<file path="config.mk">
export PLATFORM = sky130hd
export DESIGN_NAME = sector_pattern_gen_check_flat
export DESIGN_NICKNAME = d
export VERILOG_FILES = /design/src/design/sgc_pkg.sv /design/src/design/sgc_in_if.sv /design/src/design/sgc_out_if.sv /design/src/design/sector_pattern_gen_check.sv /design/src/flat_wrapper.sv
export VERILOG_INCLUDE_DIRS = /design/src /design/src/design
export SDC_FILE = /design/constraint.sdc
export NUM_CORES = 1
export LEC_CHECK = 0
export BUFFER_PORTS_ARGS = -buffer_cell sky130_fd_sc_hd__buf_2
export CORE_ASPECT_RATIO = 0.6
export CORE_UTILIZATION = 55
export DETAILED_ROUTE_END_ITERATION = 7
export GPL_TIMING_DRIVEN = 0
export PLACE_DENSITY = 0.88
export SLEW_MARGIN = 20
export SYNTH_ARGS = -nofsm -noshare
export SYNTH_HDL_FRONTEND = slang
export SYNTH_SLANG_ARGS = --single-unit
</file>
<file path="constraint.sdc">
create_clock -name i_clk -period 6.46 [get_ports i_clk]
set_input_delay 0.323 -clock i_clk [delete_from_list [all_inputs] [get_ports i_clk]]
set_output_delay 0.323 -clock i_clk [all_outputs]
set_load 0.01 [all_outputs]
</file>
<file path="src/design/sector_pattern_gen_check_defines.svh">
// ----------------------------------------------------------------------------
// Sector pattern generator/checker assertion macros
// Shared concurrent assertion forms used by the sector pattern engine.
// ----------------------------------------------------------------------------
`ifndef SECTOR_PATTERN_GEN_CHECK_DEFINES_SVH
`define SECTOR_PATTERN_GEN_CHECK_DEFINES_SVH

// Same-cycle implication, disabled while reset is asserted.
`define SGC_ASSERT_SAME(label, clk, rst_n, ante, cons) \
    label: assert property (@(posedge clk) disable iff (!(rst_n)) (ante) |-> (cons)) \
        else $error("sector pattern engine: same-cycle check failed");

// Next-cycle implication, disabled while reset is asserted.
`define SGC_ASSERT_NEXT(label, clk, rst_n, ante, cons) \
    label: assert property (@(posedge clk) disable iff (!(rst_n)) (ante) |=> (cons)) \
        else $error("sector pattern engine: next-cycle check failed");

`endif

</file>
<file path="src/design/sgc_pkg.sv">
// ----------------------------------------------------------------------------
// Sector pattern engine package
// Widths, register indexes and defaults shared by the sector pattern engine.
// ----------------------------------------------------------------------------
`default_nettype none

package sgc_pkg;

    localparam int WORD_W               = 64;
    localparam int COUNT_W              = 32;
    localparam int CFG_IDX_W            = 1;
    localparam int CFG_DATA_W           = 64;
    localparam int SLICES_PER_SECTOR_DEF = 32;

    localparam logic [CFG_IDX_W-1:0] REG_CHECK_MODE = 1'd0;
    localparam logic [CFG_IDX_W-1:0] REG_START_ITER = 1'd1;

    localparam logic [COUNT_W-1:0] BAD_MAX = {COUNT_W{1'b1}};

    typedef logic [WORD_W-1:0]  t_word;
    typedef logic [COUNT_W-1:0] t_count;

endpackage

`default_nettype wire

</file>
<file path="src/design/sgc_in_if.sv">
// ----------------------------------------------------------------------------
// Sector pattern engine input channel
// Carries one slice read back from the disk: sector word and iteration word.
// ----------------------------------------------------------------------------
`default_nettype none

interface sgc_in_if;

    logic          valid;
    logic          ready;
    sgc_pkg::t_word read_sector_id;
    sgc_pkg::t_word read_iteration;

    modport source (output valid, output read_sector_id, output read_iteration,
                    input ready);
    modport sink (input valid, input read_sector_id, input read_iteration,
                  output ready);

endinterface

`default_nettype wire

</file>
<file path="src/design/sgc_out_if.sv">
// ----------------------------------------------------------------------------
// Sector pattern engine result channel
// Carries the expected slice, the mismatch flags and the bad sector count.
// ----------------------------------------------------------------------------
`default_nettype none

interface sgc_out_if;

    logic            valid;
    logic            ready;
    sgc_pkg::t_word  pattern_sector_id;
    sgc_pkg::t_word  pattern_iteration;
    logic            slice_mismatch;
    logic            sector_end;
    logic            sector_bad;
    sgc_pkg::t_count bad_sector_total;

    modport source (output valid, output pattern_sector_id, output pattern_iteration,
                    output slice_mismatch, output sector_end, output sector_bad,
                    output bad_sector_total, input ready);
    modport sink (input valid, input pattern_sector_id, input pattern_iteration,
                  input slice_mismatch, input sector_end, input sector_bad,
                  input bad_sector_total, output ready);

endinterface

`default_nettype wire

</file>
<file path="src/design/sector_pattern_gen_check.sv">
// ----------------------------------------------------------------------------
// Sector pattern generator/checker
// Address-in-data test pattern engine: one slice per transfer, sector and
// iteration counters, sticky per-sector error and saturating bad count.
// ----------------------------------------------------------------------------
// The block takes one slice per clock while the result channel is not stalled
// and returns one result per slice: the slice is captured in an input register,
// and the compare plus the counter updates run as it moves into the result
// register. Both stages advance whenever the result register is empty or its
// transfer completes, so the throughput is one slice per cycle and is set by
// the 64-bit compare and increment path. Configuration writes should be made
// only while no slice is in flight; a write of the start iteration also
// reloads the running iteration counter.
`default_nettype none

`include "sector_pattern_gen_check_defines.svh"

module sector_pattern_gen_check #(
    parameter int SLICES_PER_SECTOR = sgc_pkg::SLICES_PER_SECTOR_DEF
) (
    input  wire                                i_clk,
    input  wire                                i_rst_n,
    input  wire                                i_cfg_we,
    input  wire  [sgc_pkg::CFG_IDX_W-1:0]      i_cfg_index,
    input  wire  [sgc_pkg::CFG_DATA_W-1:0]     i_cfg_data,
    sgc_in_if.sink                             i_in,
    sgc_out_if.source                          o_out
);

    localparam int IDX_W = (SLICES_PER_SECTOR > 1) ? $clog2(SLICES_PER_SECTOR) : 1;
    localparam logic [IDX_W-1:0] LAST_IDX = IDX_W'(SLICES_PER_SECTOR - 1);

    logic             r_check_mode;
    sgc_pkg::t_word   r_sector_counter;
    sgc_pkg::t_word   r_iteration_counter;
    logic [IDX_W-1:0] r_slice_index;
    logic             r_error_flag;
    sgc_pkg::t_count  r_bad_count;

    logic             r_in_valid;
    sgc_pkg::t_word   r_in_sector_id;
    sgc_pkg::t_word   r_in_iteration;

    logic             r_out_valid;
    sgc_pkg::t_word   r_out_sector_id;
    sgc_pkg::t_word   r_out_iteration;
    logic             r_out_mismatch;
    logic             r_out_end;
    logic             r_out_bad;

    logic             out_load;
    logic             in_load;
    logic             n_mismatch;
    logic             n_last;
    logic             n_bad;
    sgc_pkg::t_count  n_bad_count;

    assign out_load   = r_in_valid && (!r_out_valid || o_out.ready);
    assign in_load    = i_in.valid && i_in.ready;
    assign i_in.ready = !r_in_valid || !r_out_valid || o_out.ready;

    always_comb begin
        n_mismatch = r_check_mode && ((r_in_sector_id != r_sector_counter) ||
                                      (r_in_iteration != r_iteration_counter));
        n_last     = (r_slice_index >= LAST_IDX);
        n_bad      = n_last && (r_error_flag || n_mismatch);
        if (n_bad && (r_bad_count != sgc_pkg::BAD_MAX)) begin
            n_bad_count = r_bad_count + 1'b1;
        end else begin
            n_bad_count = r_bad_count;
        end
    end

    always_ff @(posedge i_clk) begin
        if (!i_rst_n) begin
            r_check_mode        <= 1'b0;
            r_sector_counter    <= '0;
            r_iteration_counter <= '0;
            r_slice_index       <= '0;
            r_error_flag        <= 1'b0;
            r_bad_count         <= '0;
            r_in_valid          <= 1'b0;
            r_out_valid         <= 1'b0;
        end else begin
            if (i_cfg_we) begin
                case (i_cfg_index)
                    sgc_pkg::REG_CHECK_MODE: r_check_mode <= i_cfg_data[0];
                    sgc_pkg::REG_START_ITER: r_iteration_counter <= i_cfg_data;
                    default: ;
                endcase
            end
            if (in_load) begin
                r_in_valid <= 1'b1;
            end else if (out_load) begin
                r_in_valid <= 1'b0;
            end
            if (out_load) begin
                r_out_valid         <= 1'b1;
                r_iteration_counter <= r_iteration_counter + 1'b1;
                r_bad_count         <= n_bad_count;
                if (n_last) begin
                    r_sector_counter <= r_sector_counter + 1'b1;
                    r_error_flag     <= 1'b0;
                    r_slice_index    <= '0;
                end else begin
                    r_error_flag     <= r_error_flag || n_mismatch;
                    r_slice_index    <= r_slice_index + 1'b1;
                end
            end else if (o_out.ready) begin
                r_out_valid <= 1'b0;
            end
        end
    end

    always_ff @(posedge i_clk) begin
        if (in_load) begin
            r_in_sector_id <= i_in.read_sector_id;
            r_in_iteration <= i_in.read_iteration;
        end
        if (out_load) begin
            r_out_sector_id <= r_sector_counter;
            r_out_iteration <= r_iteration_counter;
            r_out_mismatch  <= n_mismatch;
            r_out_end       <= n_last;
            r_out_bad       <= n_bad;
        end
    end

    assign o_out.valid             = r_out_valid;
    assign o_out.pattern_sector_id = r_out_sector_id;
    assign o_out.pattern_iteration = r_out_iteration;
    assign o_out.slice_mismatch    = r_out_mismatch;
    assign o_out.sector_end        = r_out_end;
    assign o_out.sector_bad        = r_out_bad;
    assign o_out.bad_sector_total  = r_bad_count;

    `SGC_ASSERT_SAME(a_bad_only_at_end, i_clk, i_rst_n, r_out_valid && r_out_bad, r_out_end)
    `SGC_ASSERT_SAME(a_index_in_range, i_clk, i_rst_n, 1'b1, r_slice_index <= LAST_IDX)
    `SGC_ASSERT_NEXT(a_count_monotonic, i_clk, i_rst_n, 1'b1, r_bad_count >= $past(r_bad_count))

endmodule

`default_nettype wire
</file>
<file path="src/flat_wrapper.sv">
// flat-port wrapper written by rule: the top's interface ports become plain ports
module sector_pattern_gen_check_flat 
#(
    parameter int SLICES_PER_SECTOR = sgc_pkg::SLICES_PER_SECTOR_DEF
)
  (i_clk, i_rst_n, i_cfg_we, i_cfg_index, i_cfg_data, i_in_valid, i_in_read_sector_id, i_in_read_iteration, i_in_ready, o_out_valid, o_out_pattern_sector_id, o_out_pattern_iteration, o_out_slice_mismatch, o_out_sector_end, o_out_sector_bad, o_out_bad_sector_total, o_out_ready);
  sgc_in_if i_in_i ();
  sgc_out_if o_out_i ();
  input  wire i_clk;
  input  wire i_rst_n;
  input  wire i_cfg_we;
  input  wire  [sgc_pkg::CFG_IDX_W-1:0] i_cfg_index;
  input  wire  [sgc_pkg::CFG_DATA_W-1:0] i_cfg_data;
  input wire logic [$bits(i_in_i.valid)-1:0] i_in_valid;
  input wire logic [$bits(i_in_i.read_sector_id)-1:0] i_in_read_sector_id;
  input wire logic [$bits(i_in_i.read_iteration)-1:0] i_in_read_iteration;
  output wire logic [$bits(i_in_i.ready)-1:0] i_in_ready;
  output wire logic [$bits(o_out_i.valid)-1:0] o_out_valid;
  output wire logic [$bits(o_out_i.pattern_sector_id)-1:0] o_out_pattern_sector_id;
  output wire logic [$bits(o_out_i.pattern_iteration)-1:0] o_out_pattern_iteration;
  output wire logic [$bits(o_out_i.slice_mismatch)-1:0] o_out_slice_mismatch;
  output wire logic [$bits(o_out_i.sector_end)-1:0] o_out_sector_end;
  output wire logic [$bits(o_out_i.sector_bad)-1:0] o_out_sector_bad;
  output wire logic [$bits(o_out_i.bad_sector_total)-1:0] o_out_bad_sector_total;
  input wire logic [$bits(o_out_i.ready)-1:0] o_out_ready;
  assign i_in_i.valid = i_in_valid;
  assign i_in_i.read_sector_id = i_in_read_sector_id;
  assign i_in_i.read_iteration = i_in_read_iteration;
  assign i_in_ready = i_in_i.ready;
  assign o_out_valid = o_out_i.valid;
  assign o_out_pattern_sector_id = o_out_i.pattern_sector_id;
  assign o_out_pattern_iteration = o_out_i.pattern_iteration;
  assign o_out_slice_mismatch = o_out_i.slice_mismatch;
  assign o_out_sector_end = o_out_i.sector_end;
  assign o_out_sector_bad = o_out_i.sector_bad;
  assign o_out_bad_sector_total = o_out_i.bad_sector_total;
  assign o_out_i.ready = o_out_ready;
  sector_pattern_gen_check #(.SLICES_PER_SECTOR(SLICES_PER_SECTOR)) u_core (.i_clk(i_clk), .i_rst_n(i_rst_n), .i_cfg_we(i_cfg_we), .i_cfg_index(i_cfg_index), .i_cfg_data(i_cfg_data), .i_in(i_in_i), .o_out(o_out_i));
endmodule
</file>
==> results.md, run 1 <==
* Crit end category: flip-flop
* Commonest non-fill, non-tap cells in the layout: buf_2, edfxtp_1, dfxtp_1
* Crit-path max FO at 10
* Cells after synthesis at between 1000 and 1500
* Cell Area, Placed at approximately 20000 um2
* Sink Count at 428
* Setup Viol. Count Final at 0
* Register area share after synthesis at 0.637
* # resized after CTS at 0
* Seq cells post-synth at around 430
* Final WL at 61000 um
* Root buffer cell: clkbuf_16
* Worst VDD drop at 0.258 mV
* Worst Skew at 0.0147 ns
* Via count at 15000
* H-tree Lvls at 2
* Comb pwr share at 0.079
* NetSw at 0.00141 W
* Pwr per Cell Area at 261 nW/um2
* Max cap viols at 0
* WL per Instance at 24.8 um
* Vias in the first global route at 14400
* Unrepaired setup endpoints after global routing: no
* Worst-margin pin slew at 1.20 ns
* Design area at 22500 um2
* Sw frac at 0.239
* Flop pwr share at 0.527
* WHS at 0.0279 ns
* Clk buf depth at 3
* Starting Density at 0.560
* HP Class: in -> reg
* Height of the die at 140 um
* Layout area overhead at 28.6%
* Fill cell count at 2143
* Final hold vios at 0
* I/O Buffers at 362
* Congestion Overflow GR at 0
* Post-layout util at 0.720
* Slew Viols, Final at 0
* Outcome: finished, final reports clean
* Crit path DAT at between 5 and 6 ns
* Clock tree from TritonCTS: yes
* Critical path startpoint category: flip-flop
* Row count at 50
* Slew margin rel. at 0.192
* Cell variety after synth at 69
* Power Internal at between 0.004 and 0.005 W
* Clk_lat worst skew at 0.54 ns
* Chip width at 232 um
* Starting DRC count in detailed routing at 1996
* Number of synthesized flops with an enable pin at 259
* Via/cell ratio at 6.09
* Crit path time final at 4.72 ns
* Cell Area, Synth at 17500 um2
* Overall Power at 0.00588 W
* Share of cells above drive strength 1 at 0.226
* Die ar. at 32600 um2
* Syn_area_per_cell at 11.9 um2
* Clock power frac at 0.393
* Fin crit share at 0.730
* Most common cell after layout, fill and taps aside: buf_2
* Final ANT Viol Nets at 0
* Post-CTS setup buffer count at 0
* Setup CP Type: reg -> reg
* Final nets at between 2000 and 2500
* Clock transition at path regs at 0.07 ns
* Syn_nets at 1675
* Largest net degree at the start of global routing at 54
* Critical Path RT at 6.84 ns
* Predominant post-synthesis flop cell: edfxtp_1
* Core area at 31300 um2
* Leakage at 8.74 nW
* 1st-pass router iterations at 6
* Setup TNS at 0 ns
* First-pass GRT wire length at 88200 um
* Num CTS Buffers at 39
* DR DRC count at 0
* Hpwl dp at 42800 um
* Initial antenna violation count at 3
* Num ports at 363
* Gr usage total at 0.369
* Ys async rst share at 0
* Synth warnings at 0
* Final GP Congestion at 0.946
* Fmax at 212 MHz
[synth_stat cells (all sizes together) (3+ instances only)]
library cell | n | area share
o41ai | 4 | 0.0020
a22oi | 3 | 0.0013
dfxtp | 169 | 0.19
o31ai | 7 | 0.0030
a311oi | 20 | 0.010
nor2 | 125 | 0.027
o21ai | 68 | 0.019
buf | 10 | 0.0036
a211oi | 23 | 0.0099
nor4 | 45 | 0.017
nand4 | 34 | 0.013
nor2b | 4 | 0.0014
o21a | 3 | 0.0013
mux2i | 8 | 0.0046
edfxtp | 259 | 0.44
nand2b | 9 | 0.0036
or3 | 23 | 0.0083
nand3 | 64 | 0.018
a31oi | 6 | 0.0021
xnor2 | 22 | 0.011
inv | 21 | 0.0045
nand3b | 3 | 0.0013
or4 | 16 | 0.0073
nand2 | 88 | 0.019
nor3 | 42 | 0.012
and3 | 34 | 0.012
and4 | 15 | 0.0078
and2 | 19 | 0.0069
a21oi | 76 | 0.022
o211ai | 9 | 0.0039
ha | 5 | 0.0036
clkbuf | 46 | 0.011
xor2 | 167 | 0.083
[kinds of logic after synthesis]
kind of cell / Yosys count / synth area share
simple gates: 526 / 0.157
flops: 428 / 0.637
compound gates: 238 / 0.0840
xor+xnor: 189 / 0.0944
buf+inv: 78 / 0.0193
mux: 8 / 0.00457
fa+ha+maj: 5 / 0.00357
[per-stage QoR]
stage | setup WS, ns | instances
after global placement | -2.77 | 2250
after detailed placement | 1.87 | 2254
after global routing | 1.42 | 2453
final | 1.74 | 2455
after floorplan | 0.477 | 1472
after CTS | 1.82 | 2451
[sequential cells by signal (all words and copies together) (netlist names), 5 cells and up]
name	count
u_core.r_in_iteration	64
u_core.r_in_sector_id	64
u_core.r_iteration_counter	64
u_core.r_sector_counter	64
u_core.o_out.pattern_iteration	64
u_core.o_out.bad_sector_total	32
u_core.o_out.pattern_sector_id	64
u_core.r_slice_index	5
[per-layer routing]
metal	share of wire	GRT usage	routed length, um	up-vias
met5	0.00025	0	15	-
met4	0.041	0.148	2470	2
met3	0.12	0.0996	7560	180
met2	0.44	0.551	26700	1036
met1	0.40	0.513	24200	7198
li1	-	-	-	6543
[area by class of cell]
type,instances,area [um2],area share
Sequential cell,428,11200,0.495
Multi-Input combinational cell,966,6060,0.269
Timing Repair Buffer,493,3190,0.142
Clock buffer,54,1130,0.0503
Tap cell,416,520,0.0231
Buffer,56,260,0.0115
Clock inverter,16,114,0.00505
Inverter,22,82.6,0.00366
Antenna cell,4,10.0,0.000444
[final timing paths]
kind,from,end,slack [ns],cells after the start
max,u_core.r_iteration_counter[45],u_core.o_out.bad_sector_total[3],1.74,10
min,i_in_read_iteration[0],u_core.r_in_iteration[0],0.03,1
max reg2reg,u_core.r_iteration_counter[45],u_core.o_out.bad_sector_total[3],1.74,10
min reg2reg,u_core.r_iteration_counter[10],u_core.o_out.pattern_iteration[10],0.43,0
[what timing repair did]
action	4_1_cts	5_1_grt
hold buffers	127	0
endpoints found under the hold margin	127	0
endpoints found under the setup margin	0	0
[critical path: stages, from the launching register on]
cell and delay [ns]:
dfxtp_1 0.32, clkbuf_1 0.63, xor2_1 0.14, nor4_1 0.92, nand4_1 0.17, nor4_1 0.63, a21oi_1 0.47, o21ai_1 0.52
clkbuf_1 0.45, or3_1 0.21, a21oi_1 0.08
[power by group through the flow]
stage | Combinational, W | Sequential (W) | Clock (W)
after floorplan | 0.000154 | 0.00316 | 0
after global placement | 0.000367 | 0.00317 | 0
after detailed placement | 0.000386 | 0.00316 | 0
after CTS | 0.000451 | 0.00310 | 0.00231
after global routing | 0.000490 | 0.00311 | 0.00242
final | 0.000467 | 0.00310 | 0.00231
Power figures use the tool's default switching activity.
==> run 2: changes to the inputs <==
--- a/config.mk
+++ b/config.mk
@@ -8,10 +8,10 @@
 export LEC_CHECK = 0
 export BUFFER_PORTS_ARGS = -buffer_cell sky130_fd_sc_hd__buf_2
 export CORE_ASPECT_RATIO = 0.6
-export CORE_UTILIZATION = 55
+export CORE_UTILIZATION = 50
 export DETAILED_ROUTE_END_ITERATION = 7
 export GPL_TIMING_DRIVEN = 0
-export PLACE_DENSITY = 0.88
+export PLACE_DENSITY = 0.85
 export SLEW_MARGIN = 20
 export SYNTH_ARGS = -nofsm -noshare
 export SYNTH_HDL_FRONTEND = slang
==> constraint.sdc (replaced) <==
create_clock -name i_clk -period 4.2 [get_ports i_clk]
set_input_delay 0.21 -clock i_clk [delete_from_list [all_inputs] [get_ports i_clk]]
set_output_delay 0.21 -clock i_clk [all_outputs]
set_load 0.01 [all_outputs]
==> run 2 against run 1 <==
  * First-iteration DRC count fell by 9.4%
  * Global-route usage fell by 2.6 points
  * Die area rose by 9.9%
  * Non-clock buffer count rose by 35
  * Count of clock-buffer cells in the layout rose by 1
  * Sequential share of layout area fell by 1.1 points
  * Largest power group unchanged
==> results.md, run 2 (synthesis gave the netlist of run 1 again) <==
* Via/cell ratio at 5.98 (was 6.09)
* First-pass GRT wire length at 90600 um (was 88200 um)
* Max cap viols at 0 (unchanged)
* Chip width at 244 um (was 232 um)
* Clk_lat worst skew at 0.54 ns (about the same)
* Clk buf depth at 3 (unchanged)
* Pre-CTS WS at -0.706 ns (was 1.87 ns)
* Num CTS Buffers at 40 (was 39)
* Worst VDD drop at 0.298 mV (was 0.258 mV)
* Critical path startpoint category: flip-flop (unchanged)
* Slowest-stage cell, CP: nor4_2 (was nor4_1)
* Pwr per Cell Area at 402 nW/um2 (was 261 nW/um2)
* Layout Cells excl Fill at 2533 (was 2455)
* Num ports at 363 (unchanged)
* Commonest non-fill, non-tap cells in the layout: buf_2, edfxtp_1, dfxtp_1 (unchanged)
* WL per Instance at 24.8 um (about the same)
* Cell count after placement at 2297 (was 2254)
* Largest net degree at the start of global routing at 52 (was 54)
* Starting DRC count in detailed routing at 1809 (was 1996)
* Fin crit share at 0.965 (was 0.730)
* Critical Path RT at 4.63 ns (was 6.84 ns)
* R2r startpoint: u_core.r_iteration_counter[34] (was u_core.r_iteration_counter[45])
* Gr usage total at 0.343 (was 0.369)
* Layout area overhead at 31.6% (was 28.6%)
* Worst Skew at 0.0138 ns (was 0.0147 ns)
* Comb pwr share at 0.081 (was 0.079)
* Crit-path max FO at 10 (unchanged)
* Met2 Routed Length at 27500 um (was 26700 um)
* Reg-to-Reg End: u_core.o_out.bad_sector_total[27] (was u_core.o_out.bad_sector_total[3])
* Die ar. at 35800 um2 (was 32600 um2)
* Power Internal at 0.00707 W (was 0.00448 W)
* Share of cells above drive strength 1 at 0.226 (about the same)
* Via count at 15100 (was 15000)
* Starting Density at 0.514 (was 0.560)
* Met1 Wirelength at 25100 um (was 24200 um)
* Crit end category: flip-flop (unchanged)
* Metal3 WL at 7520 um (was 7560 um)
* I/O Buffers at 362 (unchanged)
* Final nets at 2245 (was 2209)
* H-tree Lvls at 2 (unchanged)
* Worst path bufs/invs at 2 (unchanged)
* Setup Viol. Count Final at 0 (unchanged)
* Clock power frac at 0.404 (was 0.393)
* Setup CP Type: reg -> reg (unchanged)
* Flop pwr share at 0.515 (was 0.527)
* Worst-margin pin slew at 0.993 ns (was 1.20 ns)
* HP Class: in -> reg (unchanged)
* Slew margin rel. at 0.332 (was 0.192)
* Final WL at 62800 um (was 61000 um)
* Worst hold stages at 3 (was 1)
* Hold Startpoint: i_cfg_index (was i_in_read_iteration[0])
* Final hold vios at 0 (unchanged)
* Reg2reg path depth at 10 (unchanged)
* Crit path cell chain: clkbuf_1 -> xor2_1 -> nor4_2 -> nand4_1 -> nor4_2 -> a21oi_1 -> o21ai_1 -> clkbuf_1 -> nor4_1 -> o21a_1 (was clkbuf_1 -> xor2_1 -> nor4_1 -> nand4_1 -> nor4_1 -> a21oi_1 -> o21ai_1 -> clkbuf_1 -> or3_1 -> a21oi_1)
* Most common cell after layout, fill and taps aside: buf_2 (unchanged)
* Fmax at 247 MHz (was 212 MHz)
* Outcome: finished, final reports clean (unchanged)
* R2R Setup Slk at 0.15 ns (was 1.74 ns)
* Hpwl dp at 43900 um (was 42800 um)
* Unrepaired setup endpoints after global routing: no (unchanged)
* Sw frac at 0.238 (was 0.239)
* DR DRC count at 0 (unchanged)
* Root buffer cell: clkbuf_16 (unchanged)
* Initial antenna violation count at 5 (was 3)
* Leakage at 8.91 nW (was 8.74 nW)
* Core area at 34100 um2 (was 31300 um2)
* Crit path DAT at 4.49 ns (was 5.10 ns)
* NetSw at 0.00220 W (was 0.00141 W)
* Slew Viols, Final at 0 (unchanged)
* Sink Count at 428 (unchanged)
* CP max stage delay at 0.57 ns (was 0.92 ns)
* Max layer used: met5 (unchanged)
* Crit path time final at 4.05 ns (was 4.72 ns)
* Hold EP: u_core.r_iteration_counter[0] (was u_core.r_in_iteration[0])
* Clock transition at path regs at 0.07 ns (about the same)
* Row count at 52 (was 50)
* Height of the die at 147 um (was 140 um)
* Final GP Congestion at 0.981 (was 0.946)
* PnR worst setup slack at 0.146 ns (was 1.74 ns)
* Vias in the first global route at 14800 (was 14400)
* Final ANT Viol Nets at 0 (unchanged)
* Clock tree from TritonCTS: yes (unchanged)
* 1st-pass router iterations at 6 (unchanged)
* Family with the most delay on the worst path: simple AND/OR/NAND/NOR gates (unchanged)
* Congestion Overflow GR at 0 (unchanged)
## run 2: cell count changes in the layout (fill, tap and decap cells not counted), sizes merged
| cell | previous run | this run |
|---|---|---|
| dlygate4sd3 | 127 | 163 |
| bufinv | 1 | 3 |
| clkinv | 12 | 11 |
| diode | 4 | 3 |
| clkinvlp | 3 | 2 |
## run 2: worst max path at each step
stage | startpoint | end | slack, ns | cells after the start
after floorplan | u_core.o_out.valid | u_core.r_in_iteration[0] | 0.11 | 3
after global placement | u_core.o_out.valid | u_core.r_iteration_counter[61] | -1.48 | 8
after detailed placement | u_core.r_iteration_counter[45] | u_core.o_out.bad_sector_total[27] | -0.71 | 10
after CTS | u_core.r_iteration_counter[45] | u_core.o_out.bad_sector_total[27] | 0.07 | 9
after global routing | u_core.o_out.valid | u_core.r_iteration_counter[18] | 0.001 | 10
final | u_core.r_iteration_counter[34] | u_core.o_out.bad_sector_total[27] | 0.15 | 10
## run 2: power by group through the flow
stage	clock network [W]	logic (W)	registers [W]
floorplan	0	0.000236	0.00485
global placement	0	0.000571	0.00487
finish	0.00374	0.000750	0.00478
detailed placement	0	0.000596	0.00486
global route	0.00392	0.000788	0.00479
CTS	0.00374	0.000719	0.00477
## run 2: cell type report
class	count	area, um2
fill	2456	11000
clock inverter	16	173
inverter	22	82.6
clock buffer	55	1150
antenna	3	7.51
timing repair buffer	529	3550
multi-input combinational	966	6110
sequential	428	11200
tap	459	574
buffer	55	263
## run 2: what timing repair did
item | in CTS | in global routing
gates cloned | 0 | 0
endpoints found under the hold margin | 161 | 0
endpoints found under the setup margin | 33 | 14
gates resized for setup | 3 | 6
buffers inserted | 0 | 0
hold buffers | 163 | 0
## run 2: tightest hold or removal path, stage by stage
cell and delay, ns:
buf_2 0.13, nand4_1 0.10, a21oi_1 0.07
## run 2: layer usage
| metal | track usage | vias up |
|---|---|---|
| met5 | 0 | - |
| met2 | 0.522 | 1084 |
| met3 | 0.0813 | 182 |
| met1 | 0.475 | 7266 |
| met4 | 0.140 | 2 |
| li1 | - | 6608 |
## run 2: through the flow
stage	hold slack [ns]	total power, W	TNS, ns	cell area, um2	util
after CTS	0.00219	0.00923	0	23000	0.675
after global placement	0.386	0.00544	-365.46	19900	0.584
after global routing	0.0215	0.00950	0	23100	0.676
after detailed placement	0.388	0.00545	-14.61	20000	0.588
after floorplan	0.309	0.00509	0	17500	-
final	0.0269	0.00927	0	23100	0.677
